--- src/lirc_pkg.sv ---
// lirc_pkg: shared constants, types and codes of the lattice index residual counter
// used by the channel interfaces and every module of the block
// depends on nothing
`default_nettype none

package lirc_pkg;

    // counter and field widths
    localparam int COUNT_BITS = 24;
    localparam int ENTRY_BITS = 21;
    localparam int COMP_BITS  = 24;
    localparam int PROD_BITS  = ENTRY_BITS + COMP_BITS;
    localparam int FRAC_BITS  = 32;
    localparam int SQ_BITS    = 2 * FRAC_BITS;
    localparam int ROWS       = 3;
    localparam int COLS       = 3;
    localparam int ROW_BITS   = COLS * ENTRY_BITS;
    localparam int TOL_BITS   = 17;
    localparam int TOL_FRAC   = 16;
    localparam int CFG_IDX_BITS = 2;

    // verdict queue between front and back
    localparam int QUEUE_DEPTH    = 8;
    localparam int QUEUE_PTR_BITS = $clog2(QUEUE_DEPTH);
    localparam int FILL_BITS      = QUEUE_PTR_BITS + 1;
    localparam int CREDIT_BITS    = QUEUE_PTR_BITS + 2;

    typedef logic [COUNT_BITS-1:0] count_t;
    localparam count_t COUNT_MAX = {COUNT_BITS{1'b1}};

    // configuration register indexes
    typedef enum logic [CFG_IDX_BITS-1:0] {
        REG_ROW0 = 2'd0,
        REG_ROW1 = 2'd1,
        REG_ROW2 = 2'd2,
        REG_TOL  = 2'd3
    } cfg_reg_t;

    // classification of one vector
    typedef struct packed {
        logic hit;
        logic last;
    } verdict_t;

    // queue fill seen by the front
    typedef struct packed {
        logic [FILL_BITS-1:0] fill;
    } queue_status_t;

    // queue head seen by the back
    typedef struct packed {
        logic     valid;
        verdict_t verdict;
    } queue_head_t;

endpackage

`default_nettype wire

--- src/lirc_queue.sv ---
// lirc_queue: short verdict queue between front and back
// depends on lirc_pkg
`default_nettype none

module lirc_queue (
    input  wire                     clk,
    input  wire                     rst_n,
    input  logic                    push_valid,
    input  lirc_pkg::verdict_t      push_data,
    input  logic                    pop,
    output lirc_pkg::queue_status_t qstat,
    output lirc_pkg::queue_head_t   head
);
    import lirc_pkg::*;

    verdict_t                  mem [QUEUE_DEPTH];
    logic [QUEUE_PTR_BITS-1:0] wr_ptr_reg, rd_ptr_reg;
    logic [FILL_BITS-1:0]      fill_reg;
    logic                      do_pop;

    assign qstat.fill   = fill_reg;
    assign head.valid   = (fill_reg != '0);
    assign head.verdict = mem[rd_ptr_reg];
    assign do_pop       = pop && head.valid;

    // storage
    always_ff @(posedge clk)
    begin
        if (push_valid)
        begin
            mem[wr_ptr_reg] <= push_data;
        end
    end

    // pointers and fill
    always_ff @(posedge clk or negedge rst_n)
    begin
        if (!rst_n)
        begin
            wr_ptr_reg <= '0;
            rd_ptr_reg <= '0;
            fill_reg   <= '0;
        end
        else
        begin
            if (push_valid)
            begin
                wr_ptr_reg <= wr_ptr_reg + QUEUE_PTR_BITS'(1);
            end
            if (do_pop)
            begin
                rd_ptr_reg <= rd_ptr_reg + QUEUE_PTR_BITS'(1);
            end
            fill_reg <= fill_reg + FILL_BITS'(push_valid) - FILL_BITS'(do_pop);
        end
    end

endmodule

`default_nettype wire

--- config.mk ---
export PLATFORM = sky130hd
export DESIGN_NAME = lirc_queue
export DESIGN_NICKNAME = d
export VERILOG_FILES = /design/src/lirc_pkg.sv /design/src/lirc_queue.sv
export SDC_FILE = /design/constraint.sdc
export NUM_CORES = 1
export LEC_CHECK = 0
export ABC_CLOCK_PERIOD_IN_PS = 2950
export BUFFER_PORTS_ARGS = -buffer_cell sky130_fd_sc_hd__buf_4
export CAP_MARGIN = 15
export CORE_MARGIN = 2
export CORE_UTILIZATION = 50
export CTS_CLUSTER_SIZE = 30
export DETAILED_ROUTE_END_ITERATION = 16
export PLACE_DENSITY = 0.73
export SLEW_MARGIN = 40
export SYNTH_ARGS = -nofsm -noshare
export SYNTH_HDL_FRONTEND = slang
export SYNTH_SLANG_ARGS = --single-unit
--- constraint.sdc ---
create_clock -name clk -period 2.95 [get_ports clk]
set_clock_uncertainty 0.15 [all_clocks]
set_input_delay 0.1475 -clock clk [delete_from_list [all_inputs] [get_ports clk]]
set_output_delay 0.1475 -clock clk [all_outputs]
set_load 0.1 [all_outputs]
Word-level counts from Yosys, hierarchy flattened

Memory sizes are Yosys's and may differ from the RTL's.
Index checks and enable logic that the tools add are counted.

Add/subtract/negate cells: 4
Muxes and demuxes: 2
Reduce and logical (&&, ||, !) cells: 2

Operators with widths:

| operator            | number |
|---|---|
| $add 3x1->3 const B | 2 |
| $add 4x1->4         | 1 |
| $reduce_bool 4->1   | 1 |
| $sub 4x1->4         | 1 |
| $mux 1              | 2 |
| $logic_and 1x1->1   | 1 |

Logic and storage cells: 12
RAM bits: 16
Bits of input ports: 6
Memories: 1
Register bits: 10

Memories:

| name | words | bits a word | read ports | clocked after Yosys merged registers in | wr ports | line             | text |
|---|---|---|---|---|---|---|---|
| mem  | 8     | 2           | 1          | 0                                       | 1        | lirc_queue.sv:16 | `verdict_t mem [QUEUE_DEPTH];` |

Longest topological paths before layout

Word-level depth: 3
Gate-level depth with buffers: 11
Depth with buffers taken out: 11

Worst setup path before layout

Ideal clock, no wire load.

Kind: flip-flop to flip-flop
From: reg fill_reg[2] (netlist: qstat[2])
To: reg fill_reg[2] (netlist: qstat[2])
Cell stages (with the launch flop): 12
Clock period less this slack: 3,361 ps
Setup time: 123 ps
Arrival: 3,089 ps
Setup slack: -411 ps
Required time: 2,677 ps
Path through: dfrtp_1 -> inv_1 -> ha_1 -> or3b_2 -> nand2_1 -> inv_1 -> ha_1 -> inv_1 -> ha_1 -> inv_1 -> fa_1 -> xnor2_1

RTL lines:

| element                  | line             | text |
|---|---|---|
| start: declaration       | lirc_queue.sv:18 | `logic [FILL_BITS-1:0] fill_reg;` |
| start signal: assignment | lirc_queue.sv:54 | `fill_reg <= fill_reg + FILL_BITS'(push_valid) - FILL_BITS'(do_pop);` |

Final worst setup path

From: reg fill_reg[2] (netlist: qstat[2])
To: reg fill_reg[2] (netlist: qstat[2])

Cells in the longest elaborated chain, start to end: 3
Elaborated cells on any way between the ends: 4
Classes of those cells: add/sub (2); reduce/logical (2)

RTL lines:

| element           | line             | text |
|---|---|---|
| $reduce_bool 4->1 | lirc_queue.sv:22 | `assign head.valid = (fill_reg != '0);` |
| $logic_and 1x1->1 | lirc_queue.sv:24 | `assign do_pop = pop && head.valid;` |
| named net do_pop  | lirc_queue.sv:19 | `logic do_pop;` |
| $sub 4x1->4       | lirc_queue.sv:54 |  |

The timed path passes the listed nets, and every way through them passes these cells.
A chain may end at the register's enable or synchronous reset.

==> metrics.cfg <==
[timing]
hold_viol=0
period_needed_ns=2.56
setup_viol=0
fin_crit_sh=0.867
setup-tns-final_ns=0
fmax_mhz=391
worstMarginPinSlew_ns=0.342
final-max-slew-violation-count=0
rsz0062_at_grt=no
slew_headroom=0.770

[logic_synthesis]
syn-num-nets=91
synth_cells=77
yosysUniqueCellTypes=18
yosysSeqAreaShare=0.620
yosysMostFrequentCell=edfxtp_1
synthTopCellsByCount=edfxtp_1 (16), dfrtp_1 (10), inv_1 (9)
synth-main-ff-cell=edfxtp_1
netlist.area_leader.share=0.408
syn_area_per_cell_um2=15.3
syn_area_um2=1180
synth.area.top_cells=edfxtp_1 (41%), dfrtp_1 (21%), mux4_1 (8.9%)
yosysWarnings=0
ys_ff_latch=26
synth_enable_flop_cells=16
yosysTopAreaCell=edfxtp_1
synth-async-reset-ratio=0.385

[cts]
clockBufferDepth=2
clk_pin_slew_ns=0.13
clock-sinks=26
cts_resized=0
cts_tree=done
cts-root-buf=clkbuf_4
numCtsBuffers=3
htreeDepth=1
insertion_delay_ns=0.31

[global_routing]
antenna_found_initial=0
grt_max_degree=15
grt_first_pass_wirelength_um=2850
grt_overflow=0
grt_pass1_vias=646
grt_usage=0.150

[drt]
wire_per_inst_um=13.0
drcViolationCount=0
vias=622
ant_nets=0
drt_wl_total_um=1630
initialDrtViolationCount=5
first_pass_iters=3
viasPerCell=4.98

[min_path]
hp-class=input port to async pin

[critical_path]
start_kind=register
cp.required_ns=3.02
crit_type=register to register
critPathArrivalTime_ns=2.62
ff2ff_path_depth=11
crit_path_max_fanout=3
endpoint_kind=register

[final_layout]
top_register=mem
fin_nets=112
syn2layout_area_growth_pct=17.6
n_antenna_cell=0
largest_reg_flops=16
drive_above_1_share=0.258

[floorplan]
rows=17
core_um2=2210
initial_core_util=0.533
die_area_um2=2760
chipWidth_um=52.6
die_h_um=52.6
io_pins=13

[flow_run]
drv_cap=0

[placement]
place_hpwl_um=1230
io_buffer_count=12
gp_congestion=0.745

[run_status]
status=finished, final reports clean

==> path summary, 6_finish.rpt <==
path                                  to  slack [ns]     startpoint
max in group asynchronous       qstat[2]        2.47          rst_n
setup reg to reg                qstat[2]        0.39       qstat[2]
hold / removal             rd_ptr_reg[2]        0.03          rst_n
min in group clk           rd_ptr_reg[2]        0.42  rd_ptr_reg[2]
hold reg to reg            rd_ptr_reg[2]        0.42  rd_ptr_reg[2]
setup / recovery                qstat[2]        0.39       qstat[2]
==> worst max-delay path: stages, from the launching register on <==
cell	delay [ns]
dfrtp_2	0.42
inv_1	0.07
ha_1	0.14
or3b_4	0.39
nand2_1	0.13
inv_1	0.07
ha_1	0.27
inv_1	0.06
ha_1	0.16
inv_1	0.06
fa_1	0.40
xnor2_1	0.14
==> timing repair <==
item,in CTS,in global routing
setup buffers,0,0
hold buffers,5,0
setup endpoints to repair,0,0
endpoints found under the hold margin,32,0
==> layer usage <==
layer,part of all wire,GRT usage
met5,0,0
met1,0.47,0.198
met4,0.0062,0.0769
met3,0.021,0.0257
met2,0.51,0.238
==> stage by stage <==
step | hold WS [ns] | setup slack [ns] | utilization | cell area (µm²) | instances
floorplan | -0.298 | 0.0283 | - | 1190 | 77
global placement | -0.162 | 0.467 | 0.588 | 1300 | 116
detailed placement | -0.161 | 0.408 | 0.588 | 1300 | 116
CTS | 0.0129 | 0.385 | 0.627 | 1390 | 125
global route | 0.0368 | 0.247 | 0.627 | 1390 | 125
finish | 0.0269 | 0.393 | 0.627 | 1390 | 125
==> layout by cell type, fill, tap and decap left out, drive strengths merged <==
cell type,instances
a21o,1
a21oi,1
buf,12
clkbuf,4
dfrtp,10
dlygate4sd3,5
edfxtp,16
fa,1
ha,7
inv,9
mux2,4
mux4,4
nand2,4
nand2b,3
nand3,1
nor2,6
nor3,2
or3b,1
xnor2,4
xor2,2
==> final cells by class <==
type                       count  area (µm²)
multi-input combinational     41         405
inverter                       9        33.8
clock buffer                   4        36.3
fill                         173         826
tap                           28        35.0
sequential                    26         736
timing repair buffer          17         140
==> cell families (layout without fill, tap and decap cells) <==
family	after synthesis	count (layout)	share of synthesized area
buffers and inverters	10	30	0.0382
and+or+nand+nor	17	17	0.0679
AOI/OAI and AO/OA	2	2	0.0106
xor gates and xnor gates	6	6	0.0446
adders and majority gates	8	8	0.0913
DFF	26	26	0.620
muxes	8	8	0.127
Power is not shown: default switching activity piles up to over one toggle a cycle in this logic, so the estimate is an artifact.
