File: src/lirc_pkg.sv
// lirc_pkg: shared constants, types and codes of the lattice index residual counter
// used by the channel interfaces and every module of the block
// depends on nothing
`default_nettype none

package lirc_pkg;

    // counter and field widths
    localparam int COUNT_BITS = 24;
    localparam int ENTRY_BITS = 21;
    localparam int COMP_BITS  = 24;
    localparam int PROD_BITS  = ENTRY_BITS + COMP_BITS;
    localparam int FRAC_BITS  = 32;
    localparam int SQ_BITS    = 2 * FRAC_BITS;
    localparam int ROWS       = 3;
    localparam int COLS       = 3;
    localparam int ROW_BITS   = COLS * ENTRY_BITS;
    localparam int TOL_BITS   = 17;
    localparam int TOL_FRAC   = 16;
    localparam int CFG_IDX_BITS = 2;

    // verdict queue between front and back
    localparam int QUEUE_DEPTH    = 8;
    localparam int QUEUE_PTR_BITS = $clog2(QUEUE_DEPTH);
    localparam int FILL_BITS      = QUEUE_PTR_BITS + 1;
    localparam int CREDIT_BITS    = QUEUE_PTR_BITS + 2;

    typedef logic [COUNT_BITS-1:0] count_t;
    localparam count_t COUNT_MAX = {COUNT_BITS{1'b1}};

    // configuration register indexes
    typedef enum logic [CFG_IDX_BITS-1:0] {
        REG_ROW0 = 2'd0,
        REG_ROW1 = 2'd1,
        REG_ROW2 = 2'd2,
        REG_TOL  = 2'd3
    } cfg_reg_t;

    // classification of one vector
    typedef struct packed {
        logic hit;
        logic last;
    } verdict_t;

    // queue fill seen by the front
    typedef struct packed {
        logic [FILL_BITS-1:0] fill;
    } queue_status_t;

    // queue head seen by the back
    typedef struct packed {
        logic     valid;
        verdict_t verdict;
    } queue_head_t;

endpackage

`default_nettype wire

File: src/lirc_channels.sv
// lirc channels: valid/ready interfaces for vectors, counts and register writes
// depends on lirc_pkg
`default_nettype none


interface lirc_count_if;
    import lirc_pkg::*;
    logic   valid;
    logic   ready;
    count_t indexed_count;

    modport source (output valid, indexed_count, input ready);
    modport sink   (input valid, indexed_count, output ready);
endinterface


`default_nettype wire

File: src/lirc_back.sv
// lirc_back: saturating hit counter and result register
// depends on lirc_pkg and lirc_channels
`default_nettype none

module lirc_back (
    input  wire                   clk,
    input  wire                   rst_n,
    input  lirc_pkg::queue_head_t head,
    output logic                  pop,
    lirc_count_if.source          counts
);
    import lirc_pkg::*;

    count_t count_reg, count_next;
    count_t out_count_reg;
    logic   out_valid_reg;

    assign counts.valid         = out_valid_reg;
    assign counts.indexed_count = out_count_reg;

    // a set end needs the result register free, other verdicts always drain
    assign pop = head.valid
              && (!head.verdict.last || !out_valid_reg || counts.ready);

    assign count_next = count_reg
        + count_t'(head.verdict.hit && (count_reg != COUNT_MAX));

    // running count and output handshake
    always_ff @(posedge clk or negedge rst_n)
    begin
        if (!rst_n)
        begin
            count_reg     <= '0;
            out_valid_reg <= 1'b0;
        end
        else
        begin
            if (pop)
            begin
                count_reg <= head.verdict.last ? '0 : count_next;
            end
            if (pop && head.verdict.last)
            begin
                out_valid_reg <= 1'b1;
            end
            else if (counts.ready)
            begin
                out_valid_reg <= 1'b0;
            end
        end
    end

    // result payload
    always_ff @(posedge clk)
    begin
        if (pop && head.verdict.last)
        begin
            out_count_reg <= count_next;
        end
    end

endmodule

`default_nettype wire

File: src/flat_wrapper.sv
// flat-port wrapper written by rule: the top's interface ports become plain ports
module lirc_back_flat import lirc_pkg::*;
  (clk, rst_n, head, pop, counts_valid, counts_indexed_count, counts_ready);
  lirc_count_if counts_i ();
  input  wire clk;
  input  wire rst_n;
  input  lirc_pkg::queue_head_t head;
  output logic pop;
  output wire logic [$bits(counts_i.valid)-1:0] counts_valid;
  output wire logic [$bits(counts_i.indexed_count)-1:0] counts_indexed_count;
  input wire logic [$bits(counts_i.ready)-1:0] counts_ready;
  assign counts_valid = counts_i.valid;
  assign counts_indexed_count = counts_i.indexed_count;
  assign counts_i.ready = counts_ready;
  lirc_back u_core (.clk(clk), .rst_n(rst_n), .head(head), .pop(pop), .counts(counts_i));
endmodule
File: config.mk
export PLATFORM = sky130hd
export DESIGN_NAME = lirc_back_flat
export DESIGN_NICKNAME = d
export VERILOG_FILES = /design/src/lirc_pkg.sv /design/src/lirc_channels.sv /design/src/lirc_back.sv /design/src/flat_wrapper.sv
export SDC_FILE = /design/constraint.sdc
export NUM_CORES = 1
export LEC_CHECK = 0
export BUFFER_PORTS_ARGS = -buffer_cell sky130_fd_sc_hd__buf_2
export CAP_MARGIN = 20
export CORE_UTILIZATION = 30
export CTS_CLUSTER_DIAMETER = 50
export DETAILED_ROUTE_END_ITERATION = 8
export GPL_ROUTABILITY_DRIVEN = 0
export PLACE_DENSITY_LB_ADDON = 0.25
export SYNTH_ARGS = -nofsm -noshare
export SYNTH_HDL_FRONTEND = slang
export SYNTH_SLANG_ARGS = --single-unit
File: constraint.sdc
create_clock -name clk -period 3.6 [get_ports clk]
set_input_delay 0.72 -clock clk [delete_from_list [all_inputs] [get_ports clk]]
set_output_delay 0.72 -clock clk [all_outputs]
set_load 0.005 [all_outputs]
# Word-level counts from Yosys, hierarchy flattened
# Cells that the tools add are included.
# classes
n_addsub	1
n_eq_ne	1
muxes	3
n_reduce_logical	8
# ops
op	count
$add 24x1->24	1
$mux 24	1
$ne 24x24->1 const B	1
$logic_and 1x1->1	3
$logic_not 1->1	2
$logic_or 1x1->1	2
$mux 1	2
$reduce_bool 2->1	1
# word_totals
register_bits	49
elab_cells	16

# Depth between registers and ports, before layout
# Gate-level depths: netlist of the first run.
# logic_depth
depth_word	6
depth_mapped	10
ltp_nobuf	8

# Worst setup path after synthesis of the first run
# OpenSTA, ideal clock, no wires.
# synth_timing
path_kind	register to register
from	register u_core.count_reg[3]
to	register u_core.out_count_reg[23] (netlist: u_core.counts.indexed_count[23]) (data pin)
setup_ns	0.260
arrival_time_ns	2.464
setup_slack_ns	0.876
path_stages_with_launch	11
path_buffers	2
period_less_slack_ns	2.724
cell_sequence	dfrtp_1 buf_4 nand4_2 or4_1 o41a_1 ha_1 nand3_1 or4_1 clkbuf_1 nor2_1 xor2_1
# synth_between
elab_chain_len	3
# synth_lines
item	line_no	source
start: declaration	lirc_back.sv:14	count_t count_reg, count_next;
start signal: assignment	lirc_back.sv:40	count_reg <= head.verdict.last ? '0 : count_next;
$ne 24x24->1	lirc_back.sv:26	+ count_t'(head.verdict.hit && (count_reg != COUNT_MAX));
$logic_and 1x1->1	lirc_back.sv:26	
$add 24x1->24 *	lirc_back.sv:26	
via u_core.count_next[23]	lirc_back.sv:14	
end signal: assignment	lirc_back.sv:58	out_count_reg <= count_next;
end: declaration	lirc_back.sv:15	count_t out_count_reg;
# Mark *: on every way through the listed nets, which the timed path passes. The rest lies on a longest branch.
# A chain may end at the register's enable or synchronous reset.

# Worst setup path after layout of the first run
# Same ends and word-level chain as after synthesis.

==> reports/results.txt, run 1 <==
In this run the deepest clock path goes through 2 buffers. The run gives 0.6390 ns as the final worst slack. Dividing the final minimum period by the clock period gives 82.25%.

The sum of buffers and inverters on the critical path works out to 0. The startpoint type of the worst setup path is a flip-flop. The worst register-to-register path begins at u_core.count_reg[3]$_DFFE_PN0P_.

The share of synthesized area in the top cell type comes to 29.15%. The routed design could run at a clock period as short as 2.961 ns. After layout, the design draws a total of 1.115 mW. Start-to-end type of the worst setup path: flip-flop to flip-flop.

The Yosys step of the flow raised 0 warnings. The tools report the peak supply drop as 141.9 µV. After floorplanning, the core was sized to cover 7848 µm².

At the placement stage, the worst setup path has a slack of 0.6521 ns. TritonCTS created 5 clock buffers. The peak fanout along the critical path was 8.

The tools report the critical path endpoint category as a flip-flop. After detailed routing, the number of vias per cell comes to 5.203. In this run, the clock network consumes 37.4% of the power.

The cell taking the most area after synthesis is edfxtp_1. Across every metal layer, demand over resource in global routing totals 13.65%. For the pin with the worst max-slew slack, the measured transition is 0.8840 ns. Clock tree synthesis selected as its root buffer the cell clkbuf_8.

The largest individual stage delay along the critical path comes from the cell or4_1. Wires add up to 5.487 mm. Summed instance area of the synthesized netlist: 2472 µm². The headroom to the max-slew limit is 41.07%. The number of enable flip-flop cells after synthesis is 24. The detailed router placed 1868 vias in this run. The number of slew-limit violations in the final report was 0. The tools report the via count of the first global-routing pass as 1761. By area the synthesized netlist is led by edfxtp_1 29%, dfrtp_1 25%, xnor2_1 4.6%, nand2_1 3.6%, xor2_1 3.5%.

Net switching is 22.82% of the power. The run finished with clean final reports. The net count of the mapped netlist was 241.

The run gives 0 as the number of hold-slack violations in the final timing report. Once layout is complete, the utilization of the core stands at 35.91%. In the final timing run, aggregate negative setup slack is 0 ns. Per report_power, the combinational group accounts for 7.0% of the total.

The timing endpoint of the critical path is u_core.counts.indexed_count[23]$_DFFE_PP_. In the layout the commonest cells are 31 x buf_2, 25 x dfrtp_1, 24 x nand2_1, 24 x edfxtp_1, 14 x o21ai_0. The highest-utilization routing layer at the global route stage is met2. The most instantiated flip-flop cell in the synthesis netlist is dfrtp_1.

Setup slack on the worst reg-to-reg path comes out at 0.64 ns. The tools report the number of antenna violations at the first check in global routing as 0. For this design the ratio of total power to cell area is 395.7 nW/µm². Walking the worst path, the cells encountered are nand4_2 -> or4_1 -> o41a_1 -> ha_1 -> nand3_1 -> or4_1 -> nor2_1 -> xor2_1. Of all flip-flops after synthesis, the portion carrying an async set or reset was 51.02%.

Leaving out fill and tap cells, the most frequent cell in the layout is buf_2. Global routing finished with a remaining overflow of 0. Hold repair after CTS inserted 0 buffers.

The die covers 8608 µm². For met2 alone, demand over resource in global routing was 20.65%. Among cell families on the critical path, the largest total delay comes from simple AND/OR/NAND/NOR gates. The first TritonRoute pass finished after 4 iterations. Fill cells in the final layout number 821. The H-tree was split into 2 levels. The number of inserted diodes is 0, and the sequential share of power is 55.6%. The final standard cell area without fillers was 2818 µm²; the initial standard-cell utilization of the core was 31.51%. Data arrives at the worst endpoint at 3.02 ns. The count of port buffers added during placement came out at 31. The type of the tightest min-delay check was primary input to async pin.

For this run, the number of standard cells in the final layout without fillers is 359. In the final routed layout, each cell accounts on average for 15.28 µm. The clock arrives with 0.01204 ns of skew.

The tools report the cell count after synthesis as 233. Compared with the post-synthesis result, the final layout area differs by 13.97%. In this run, placement finished with an instance count of 351. The layout cell share with drive strength beyond 1 came out at 17.12%. The analysis attributes to net switching a power of 254.4 µW. In this run the remaining antenna-violating nets after routing total 0. After synthesis the netlist holds a flip-flop and latch count of 49.

The floorplan has 32 rows. The horizontal die dimension is 92.78 µm, and the clock insertion delay at the later pin of the skew report is 0.31 ns. The tool flagged a number of max-cap violations equal to 0. The post-CTS setup-driven buffer insertion count is 0, and the met3 demand-to-capacity share in global routing is 2.463%. Once the clock tree was built, the resizer swapped 0 gates to a different size. Static timing analysis puts the maximum clock frequency at 0.3377 GHz. The number of cells on the worst reg-to-reg path is 8. The tools report the capturing point of the worst reg2reg path as u_core.counts.indexed_count[23]$_DFFE_PP_.

After detailed routing, the number of remaining DRC violations is 0. TritonCTS built the clock tree. The first global-routing pass estimated 9.101 mm of wire. Summing the sequential cell areas from Yosys gives 54.45% of the chip area.

Setup repair after global routing left no endpoint under its margin. The logs give 49 for the number of sinks on the clock net and 26 for the pin count of the biggest net entering global routing. The internal power was 860.6 µW.

The startpoint of the most critical setup path is u_core.count_reg[3]$_DFFE_PN0P_. After detailed placement, the total cell area comes to 2701 µm². In this run, the number of DRC markers left after iteration 0 of detailed routing was 178. The critical path runs through a total of 8 cells. The run gives 0 as the setup-violating endpoint count in the final report. The net count of the finished layout is 264, and the height of the chip is 92.78 µm. The number of distinct library cells after synthesis was 40.

In this design, the stage delay of the slowest critical-path cell is 0.62 ns. Summed over all nets, the half-perimeter wirelength after detailed placement is 3.711 mm. Hold timing on the final database bottoms out at a slack of 0.4170 ns. In this run the static leakage power is 1.199 nW.

After clock tree synthesis, the clock-pin slew on the worst setup and hold paths is 0.10 ns. The required time at the endpoint of the critical path was 3.66 ns. Each instance of the synthesized netlist takes up on average 10.61 µm². The run gives 19.38% as the met1 track utilization from global routing. The most numerous cell type found on the critical path is or4_1.

The number of top-level pins came out at 32.
[synth_stat cells (all sizes together), types with 2 or more instances]
library cell	n
edfxtp	24
a41oi	3
and2	3
clkbuf	13
and3	7
a211o	2
or3	2
and4	3
buf	5
nor4	4
ha	2
or4	6
o31ai	9
inv	6
nand2	24
a21oi	5
xnor2	13
nand4	6
o211a	2
o211ai	5
dfrtp	25
a22o	2
xor2	10
o41ai	2
a31oi	3
nor2	13
nand3	11
o21ai	14
[power groups by stage]
stage	registers (mW)	logic [mW]	clock network, mW
2_1_floorplan	0.628	0.0455	0
3_3_place_gp	0.631	0.0789	0
3_5_place_dp	0.631	0.0789	0
4_1_cts	0.620	0.0796	0.427
5_1_grt	0.622	0.0888	0.446
6_report	0.620	0.0779	0.418
[how the worst min path moves through the flow]
stage | startpoint | endpoint | slack (ns) | depth (start not counted)
finish | rst_n | u_core.count_reg[14]$_DFFE_PN0P_ | 0.42 | 1
global route | rst_n | u_core.count_reg[14]$_DFFE_PN0P_ | 0.45 | 1
CTS | rst_n | u_core.count_reg[14]$_DFFE_PN0P_ | 0.44 | 1
detailed placement | u_core.counts.valid$_DFFE_PN0P_ | u_core.counts.valid$_DFFE_PN0P_ | 0.55 | 2
global placement | u_core.count_reg[0]$_DFFE_PN0P_ | u_core.count_reg[0]$_DFFE_PN0P_ | 0.54 | 2
floorplan | rst_n | u_core.count_reg[0]$_DFFE_PN0P_ | 0.42 | 0
[layer usage]
layer | wire length (µm) | part of all wire, %
met5 | 0 | 0
met4 | 92 | 1.7
met3 | 191 | 3.5
met2 | 2441 | 44
met1 | 2762 | 50
[kinds of logic after synthesis]
group	synth area share (%)
compound gates	14.63
xor+xnor	8.148
fa+ha+maj	1.012
buf+inv	4.099
flops	54.45
simple gates	17.66
[layout make-up]
cell class,instances,area [µm²],area share (%)
Tap cell,102,127.6,4.529
Clock buffer,7,86.33,3.064
Inverter,6,22.52,0.7993
Multi-Input combinational cell,160,1027,36.46
Clock inverter,1,30.03,1.066
Sequential cell,49,1346,47.78
Timing Repair Buffer,34,177.7,6.305
[worst reg2reg max path, stage by stage, from the launching register on]
cell and delay, ns:
dfrtp_1 0.49, nand4_2 0.18, or4_1 0.62, o41a_1 0.42, ha_1 0.25, nand3_1 0.25
or4_1 0.28, nor2_1 0.08, xor2_1 0.15
No activity file was read; power rests on OpenSTA's default activity.
==> inputs of run 2 (changes only) <==
--- a/config.mk
+++ b/config.mk
@@ -5,6 +5,7 @@
 export SDC_FILE = /design/constraint.sdc
 export NUM_CORES = 1
 export LEC_CHECK = 0
+export ABC_AREA = 1
 export BUFFER_PORTS_ARGS = -buffer_cell sky130_fd_sc_hd__buf_2
 export CAP_MARGIN = 20
 export CORE_UTILIZATION = 30
==> constraint.sdc (replaced) <==
create_clock -name clk -period 2.6 [get_ports clk]
set_input_delay 0.52 -clock clk [delete_from_list [all_inputs] [get_ports clk]]
set_output_delay 0.52 -clock clk [all_outputs]
set_load 0.005 [all_outputs]
==> run 2 against run 1 <==
Worst hold slack worse by 0.20 ns; critical path type unchanged; count of clock-buffer cells in the layout unchanged; sequential power up 36%; design area up 0.22%; cell count up 10%; largest cell class unchanged; clock skew up 0.0012 ns; sequential share of layout area down 0.11 points; global-route usage down 0.56 points.
==> reports/results.txt, run 2 <==
Most area-consuming cells after synthesis: edfxtp_1 30%, dfrtp_1 26%, nand2_1 14%, inv_1 3.4%, xor2_2 3.3% (was edfxtp_1 29%, dfrtp_1 25%, xnor2_1 4.6%, nand2_1 3.6%, xor2_1 3.5%). The area taken by flip-flops and latches came out at 1346 µm² (unchanged). The horizontal die dimension came out at 92.11 µm (was 92.78 µm).

The run gives 0 ns (unchanged) as the final setup TNS. The leading cell type by number of instances after synthesis is nand2_1 (was dfrtp_1). The logs give 2.66 ns (was 3.66 ns) for the required time at the endpoint of the critical path and 20.90% (was 20.65%) for the met2 global-route usage. For the net count of the finished layout, the log shows 300 (was 264). The cell count after synthesis was 254 (was 233); the detailed-routing iteration count for the pre-antenna-repair pass was 4 (unchanged). The number of nets with antenna violations after detailed routing came out at 0 (unchanged). Start-to-end type of the worst setup path: flip-flop to flip-flop (unchanged). The most instantiated flip-flop cell in the synthesis netlist is dfrtp_1 (unchanged).

The routed length per instance works out to 12.30 µm (was 15.28 µm). The share of the clock period used by the worst path is 89.72% (was 82.25%), and the headroom to the max-slew limit is 29.26% (was 41.07%). The number of filler cells placed in the layout was 814 (was 821). Hold slack: 0.2167 ns (was 0.4170 ns). All-layer global routing usage: 13.09% (was 13.65%).

The layout cell share with drive strength beyond 1 is 23.21% (was 17.12%). TritonCTS built the clock tree. The logs give 0 (unchanged) for the number of warnings printed during yosys synthesis and 7807 µm² (was 7848 µm²) for the placeable core region.

The final standard cell area without fillers came out at 2824 µm² (was 2818 µm²). The run gives 0 (unchanged) as the total of hold buffers inserted after clock tree synthesis. The cell chosen for the clock root is clkbuf_8 (unchanged).

Capturing point of the worst reg2reg path: u_core.counts.indexed_count[23]$_DFFE_PP_ (unchanged). The run gives 169.0 µV (was 141.9 µV) as the peak supply drop. The run gives 0.2792 ns (was 0.6521 ns) as the minimum setup slack after placement. The total die area was 8484 µm² (was 8608 µm²); the total placed cells including tap cells was 387 (was 351).

For the number of inserted diodes, the log shows 0 (unchanged). The number of slew-limit violations in the final report was 0 (unchanged). The clock transition at the registers of the reported paths is 0.09 ns (was 0.10 ns), and the placed cell area is 2730 µm² (was 2701 µm²). Type of the tightest min-delay check: primary input to async pin (unchanged). Cell taking the most area after synthesis: edfxtp_1 (unchanged). For the slack of the worst reg-to-reg path, the log shows 0.27 ns (was 0.64 ns). The detailed placer's ending HPWL is 3.542 mm (was 3.711 mm), and the quantity of gates resized following cts is 0 (unchanged). The critical path endpoint category is a flip-flop (unchanged).

The via count was 1714 (was 1868). The tools report the depth of the CTS H-tree as 2 (unchanged). The met3 demand-to-capacity share in global routing was 3.068% (was 2.463%); the number of flip-flops and latches in the synthesized netlist was 49 (unchanged). The tools report the initial standard-cell utilization of the core as 31.20% (was 31.51%).

Count of placed standard cells in the final layout, fillers left out: 395 (was 359). Top cells by instance count after synthesis: 93 x nand2_1, 25 x dfrtp_1, 24 x edfxtp_1 (was 25 x dfrtp_1, 24 x edfxtp_1, 24 x nand2_1). The logs give 1.378 nW (was 1.199 nW) for the static leakage and 2436 µm² (was 2472 µm²) for the summed instance area of the synthesized netlist. The logs give 91 (was 178) for the first-iteration detailed-routing DRC count and 0 (unchanged) for the number of design rule violations left after detail routing.

Worst setup skew after layout: 0.01326 ns (was 0.01204 ns). Highest-utilization routing layer at the global route stage: met2 (unchanged). The number of sinks on the clock net came out at 49 (unchanged).

The number of antenna violations at the first check in global routing is 0 (unchanged), and the number of gates on the worst path with buffers counted is 12 (was 8). The logs give 1687 (was 1761) for the via count of the first global-routing pass and 17.93% (was 19.38%) for the met1 track utilization from global routing. The power per cell area works out to 492.9 nW/µm² (was 395.7 nW/µm²).

The area share of the largest cell type after synthesis came out at 29.58% (was 29.15%). The leading cell type in the layout, fill and taps excluded was nand2_1 (was buf_2). The number of hold-slack violations in the final timing report is 0 (unchanged). The cell with the largest stage delay on the worst path was dfrtp_1 (was or4_1). The share of async-settable or async-resettable flops after synthesis works out to 51.02% (unchanged).

For the number of top-level pins, the log shows 32 (unchanged). The fmax was 0.4287 GHz (was 0.3377 GHz). Minimum clock period after layout: 2.333 ns (was 2.961 ns).

The setup-violating endpoint count in the final report was 0 (unchanged); the aggregate global routing overflow was 0 (unchanged). The count of port buffers added during placement was 31 (unchanged); the fraction of the yosys area taken by sequential cells was 55.26% (was 54.45%). The worst reg-to-reg path cell count is 12 (was 8). The area growth from synthesis to layout was 15.92% (was 13.97%). The net count of the mapped netlist is 262 (was 241), and the clock tree buffer depth is 2 (unchanged).

Critical-path cell list: nand2_1 -> nor2_1 -> nand2_1 -> nor2_1 -> a21boi_0 -> ha_1 -> nand2_2 -> nor2_4 -> nand2_4 -> nor2_8 -> nand3_1 -> and2_1 (was nand4_2 -> or4_1 -> o41a_1 -> ha_1 -> nand3_1 -> or4_1 -> nor2_1 -> xor2_1). The arrival time of data at the critical path endpoint is 2.40 ns (was 3.02 ns), and the transition time of the tightest slew-check pin is 1.057 ns (was 0.8840 ns). The ratio of routed vias to standard cells was 4.339 (was 5.203). Setup repair after global routing left no endpoint under its margin. For the final total power, the log shows 1.392 mW (was 1.115 mW). The mean instance size in the synthesized netlist was 9.591 µm² (was 10.61 µm²). The first-pass GRT wire length was 8.507 mm (was 9.101 mm). The run finished with clean final reports.

For the CTS buffer count, the log shows 5 (unchanged). The sum of buffers and inverters on the critical path works out to 0 (unchanged). The total of max-cap violations was 0 (unchanged); the core utilization of the finished layout was 36.17% (was 35.91%). Peak fanout along the critical path: 5 (was 8). The number of core rows was 32 (unchanged); the number of enable flip-flop cells after synthesis was 24 (unchanged).

The tools report the pin count of the biggest net entering global routing as 26 (unchanged). The cell type group with the largest total delay on the critical path was simple AND/OR/NAND/NOR gates (unchanged). The longest individual stage delay on the worst path works out to 0.46 ns (was 0.62 ns). The startpoint type of the worst setup path is a flip-flop (unchanged). The logs give 4.859 mm (was 5.487 mm) for the total wirelength of the detailed-routed design and 0 (unchanged) for the post-CTS setup-driven buffer insertion count.

The logs give 0.30 ns (was 0.31 ns) for the clock insertion delay at the later pin of the skew report and 27 (was 40) for the number of distinct library cells after synthesis. Final worst slack: 0.2673 ns (was 0.6390 ns). The startpoint of the most critical register-to-register path was u_core.count_reg[15]$_DFFE_PN0P_ (was u_core.count_reg[3]$_DFFE_PN0P_).

Highest-count cells in the layout ignoring fill and taps: 93 x nand2_1, 31 x buf_2, 25 x dfrtp_1 (was 31 x buf_2, 25 x dfrtp_1, 24 x nand2_1, 24 x edfxtp_1, 14 x o21ai_0). The height of the chip was 92.11 µm (was 92.78 µm). The multi-input combinational cell area came out at 984.7 µm² (was 1027 µm²).
run 2: report_power, final:
| group | total, mW | internal, mW | switching [mW] |
|---|---|---|---|
| Sequential | 0.842 | 0.832 | 0.00992 |
| Clock | 0.469 | 0.217 | 0.252 |
| Combinational | 0.0806 | 0.0269 | 0.0538 |
| Total | 1.39 | 1.08 | 0.316 |
run 2: final cells by class:
type	instances	area share, %
sequential	49	47.67
multi-input combinational	178	34.87
timing repair buffer	35	6.557
tap	102	4.519
clock buffer	7	3.057
inverter	23	3.057
clock inverter	1	0.2658
run 2: logic make-up (layout without fill, tap and decap cells):
logic type / after synthesis / in the layout / share of synthesized area, %
and+or+nand+nor: 151 / 151 / 30.20
DFF: 49 / 49 / 55.26
buffers and inverters: 27 / 66 / 4.314
xor gates and xnor gates: 14 / 14 / 6.574
AOI/OAI and AO/OA: 11 / 11 / 2.619
adders and majority gates: 2 / 2 / 1.027
run 2: how the worst max path moves through the flow:
stage | endpoint | slack (ns) | from
after global routing | u_core.count_reg[17]$_DFFE_PN0P_ | 0.06 | u_core.count_reg[15]$_DFFE_PN0P_
after global placement | u_core.counts.indexed_count[23]$_DFFE_PP_ | 0.35 | u_core.count_reg[9]$_DFFE_PN0P_
after detailed placement | u_core.counts.indexed_count[23]$_DFFE_PP_ | 0.28 | u_core.count_reg[9]$_DFFE_PN0P_
final | u_core.counts.indexed_count[23]$_DFFE_PP_ | 0.27 | u_core.count_reg[15]$_DFFE_PN0P_
after CTS | u_core.counts.indexed_count[23]$_DFFE_PP_ | 0.25 | u_core.count_reg[9]$_DFFE_PN0P_
after floorplan | u_core.counts.indexed_count[23]$_DFFE_PP_ | 0.47 | u_core.count_reg[9]$_DFFE_PN0P_
run 2: metal layers:
| layer | vias to the layer above | wire [µm] |
|---|---|---|
| met3 | 5 | 155 |
| met5 | - | 0 |
| met4 | 0 | 42 |
| met1 | 797 | 2402 |
| met2 | 36 | 2259 |
| li1 | 876 | - |
==> inputs of run 3 (changes only) <==
--- a/config.mk
+++ b/config.mk
@@ -13,6 +13,7 @@
 export DETAILED_ROUTE_END_ITERATION = 8
 export GPL_ROUTABILITY_DRIVEN = 0
 export PLACE_DENSITY_LB_ADDON = 0.25
+export RECOVER_POWER = 25
 export SYNTH_ARGS = -nofsm -noshare
 export SYNTH_HDL_FRONTEND = slang
 export SYNTH_SLANG_ARGS = --single-unit
==> run 3 against run 2 <==
Sequential power about the same; non-clock buffer count unchanged; critical path depth unchanged; combinational power is essentially flat; via count did not move; critical endpoint unchanged; highest routed layer unchanged.
==> reports/results.txt, run 3 (synthesis gave the netlist of run 2 again) <==
The minimum clock period after layout was 2.333 ns (unchanged). The number of filler cells placed in the layout came out at 815 (was 814). The logs give 300 (unchanged) for the net count of the finished layout and 36.15% (was 36.17%) for the core utilization of the finished layout.

The layout cell share with drive strength beyond 1 works out to 22.87% (was 23.21%). The peak fanout along the critical path came out at 5 (unchanged). The final total power was 1.392 mW (about the same). Area taken by flip-flops and latches: 1346 µm² (unchanged).

Cell count of the worst hold path: 4. Clock transition at the registers of the reported paths: 0.09 ns (about the same). The logs give 0 (unchanged) for the total of max-cap violations and 1.113% (was 29.26%) for the headroom to the max-slew limit. The share of the clock period used by the worst path came out at 89.72% (unchanged).

The minimum setup slack after placement is 0.2792 ns (unchanged), and the number of hold-slack violations in the final timing report is 0 (unchanged). The count of placed standard cells in the final layout, fillers left out was 395 (unchanged); the number of nets with antenna violations after detailed routing was 0 (unchanged). The height of the chip works out to 92.11 µm (unchanged). For the placed cell area, the log shows 2730 µm² (unchanged). The leading cell type in the layout, fill and taps excluded is nand2_1 (unchanged). The type of the tightest min-delay check was primary input to flip-flop (was primary input to async pin). The tools report the number of antenna violations at the first check in global routing as 0 (unchanged). The total of hold buffers inserted after clock tree synthesis came out at 0 (unchanged).

The placeable core region is 7807 µm² (unchanged). The pin count of the biggest net entering global routing was 26 (unchanged); the first-pass GRT wire length was 8.507 mm (unchanged). The number of sinks on the clock net came out at 49 (unchanged). The power per cell area is 493.1 nW/µm² (was 492.9 nW/µm²), and the depth of the CTS H-tree is 2 (unchanged). The first-iteration detailed-routing DRC count was 91 (unchanged). The flow ran to the end, and the final reports show no timing, DRC or antenna violations.

Highest-count cells in the layout ignoring fill and taps: 93 x nand2_1, 30 x buf_2, 25 x dfrtp_1 (was 93 x nand2_1, 31 x buf_2, 25 x dfrtp_1). The run gives 32 (unchanged) as the number of core rows. The ratio of routed vias to standard cells was 4.339 (unchanged). The tools report the total wirelength of the detailed-routed design as 4.857 mm (was 4.859 mm). The start-to-end type of the worst setup path is flip-flop to flip-flop (unchanged).

The tools report the critical path endpoint category as a flip-flop (unchanged). The detailed-routing iteration count for the pre-antenna-repair pass was 4 (unchanged); the number of slew-limit violations in the final report was 0 (unchanged). The setup-violating endpoint count in the final report is 0 (unchanged). For the all-layer global routing usage, the log shows 13.09% (unchanged). The cell chosen for the clock root was clkbuf_8 (unchanged). The run gives 2823 µm² (was 2824 µm²) as the final standard cell area without fillers. The worst reg-to-reg path cell count works out to 12 (unchanged).

The horizontal die dimension was 92.11 µm (unchanged); the static leakage was 1.375 nW (was 1.378 nW). The quantity of gates resized following cts was 0 (unchanged); the clock tree buffer depth was 2 (unchanged). Via count: 1714 (unchanged).

TritonCTS built the clock tree. The peak supply drop was 169.0 µV (unchanged); the multi-input combinational cell area was 984.7 µm² (unchanged). The count of port buffers added during placement is 31 (unchanged), and the aggregate global routing overflow is 0 (unchanged). The number of inserted diodes was 0 (unchanged).

CTS buffer count: 5 (unchanged). The tools report the via count of the first global-routing pass as 1687 (unchanged). The run gives 8484 µm² (unchanged) as the total die area.

The run gives 32 (unchanged) as the number of top-level pins. The tools report the startpoint type of the worst setup path as a flip-flop (unchanged). Number of design rule violations left after detail routing: 0 (unchanged). The detailed placer's ending HPWL was 3.542 mm (unchanged).

The tools report the fmax as 0.4287 GHz (unchanged). Setup repair after global routing left no endpoint under its margin. The clock insertion delay at the later pin of the skew report is 0.30 ns (about the same), and the required time at the endpoint of the critical path is 2.66 ns (about the same). The area growth from synthesis to layout was 15.87% (was 15.92%).

The arrival time of data at the critical path endpoint is 2.40 ns (about the same). The final worst slack came out at 0.2673 ns (unchanged). The total placed cells including tap cells came out at 387 (unchanged).

Post-CTS setup-driven buffer insertion count: 0 (unchanged). The initial standard-cell utilization of the core was 31.20% (unchanged); the worst setup skew after layout was 0.01326 ns (unchanged). The logs give 0 ns (unchanged) for the final setup TNS and 0.4581 ns (was 0.2167 ns) for the hold slack. The routed length per instance came out at 12.30 µm (about the same). The transition time of the tightest slew-check pin came out at 1.483 ns (was 1.057 ns).
## run 3: changes by cell type in the layout (fill, tap and decap cells not counted)
cell,before,now
buf_2,31,30
clkbuf_1,1,2
## run 3: final cells by class
type / count / share of cell area, %
multi-input combinational: 178 / 34.88
clock buffer: 7 / 3.059
inverter: 23 / 3.059
timing repair buffer: 35 / 6.516
tap: 102 / 4.521
clock inverter: 1 / 0.2660
sequential: 49 / 47.69
## run 3: power breakdown
group | internal (mW) | switching, mW | leakage, nW
sequential | 0.832 | 0.00992 | 0.587
combinational | 0.0266 | 0.0538 | 0.743
clock | 0.217 | 0.252 | 0.0445
total | 1.08 | 0.316 | 1.38
## run 3: critical path: stages (launching register included)
cell	delay, ns
dfrtp_1	0.46
nand2_1	0.12
nor2_1	0.06
nand2_1	0.10
nor2_1	0.06
a21boi_0	0.25
ha_1	0.25
nand2_2	0.08
nor2_4	0.16
nand2_4	0.11
nor2_8	0.15
nand3_1	0.10
and2_1	0.17
## run 3: metal layers
metal	GRT usage, %	vias up	part of all wire, %
met1	17.93	797	49
li1	-	876	-
met2	20.90	36	47
met4	3.125	0	0.86
met3	3.068	5	3.2
met5	0	-	0
## run 3: path summary, 6_finish.rpt
path / slack, ns / startpoint / to
max: 0.27 / u_core.count_reg[15]$_DFFE_PN0P_ / u_core.counts.indexed_count[23]$_DFFE_PP_
min: 0.46 / counts_ready / u_core.counts.valid$_DFFE_PN0P_
max reg2reg: 0.27 / u_core.count_reg[15]$_DFFE_PN0P_ / u_core.counts.indexed_count[23]$_DFFE_PP_
min reg2reg: 0.53 / u_core.counts.valid$_DFFE_PN0P_ / u_core.counts.valid$_DFFE_PN0P_
max in group asynchronous: 1.17 / rst_n / u_core.count_reg[17]$_DFFE_PN0P_
min in group asynchronous: 0.55 / rst_n / u_core.count_reg[7]$_DFFE_PN0P_
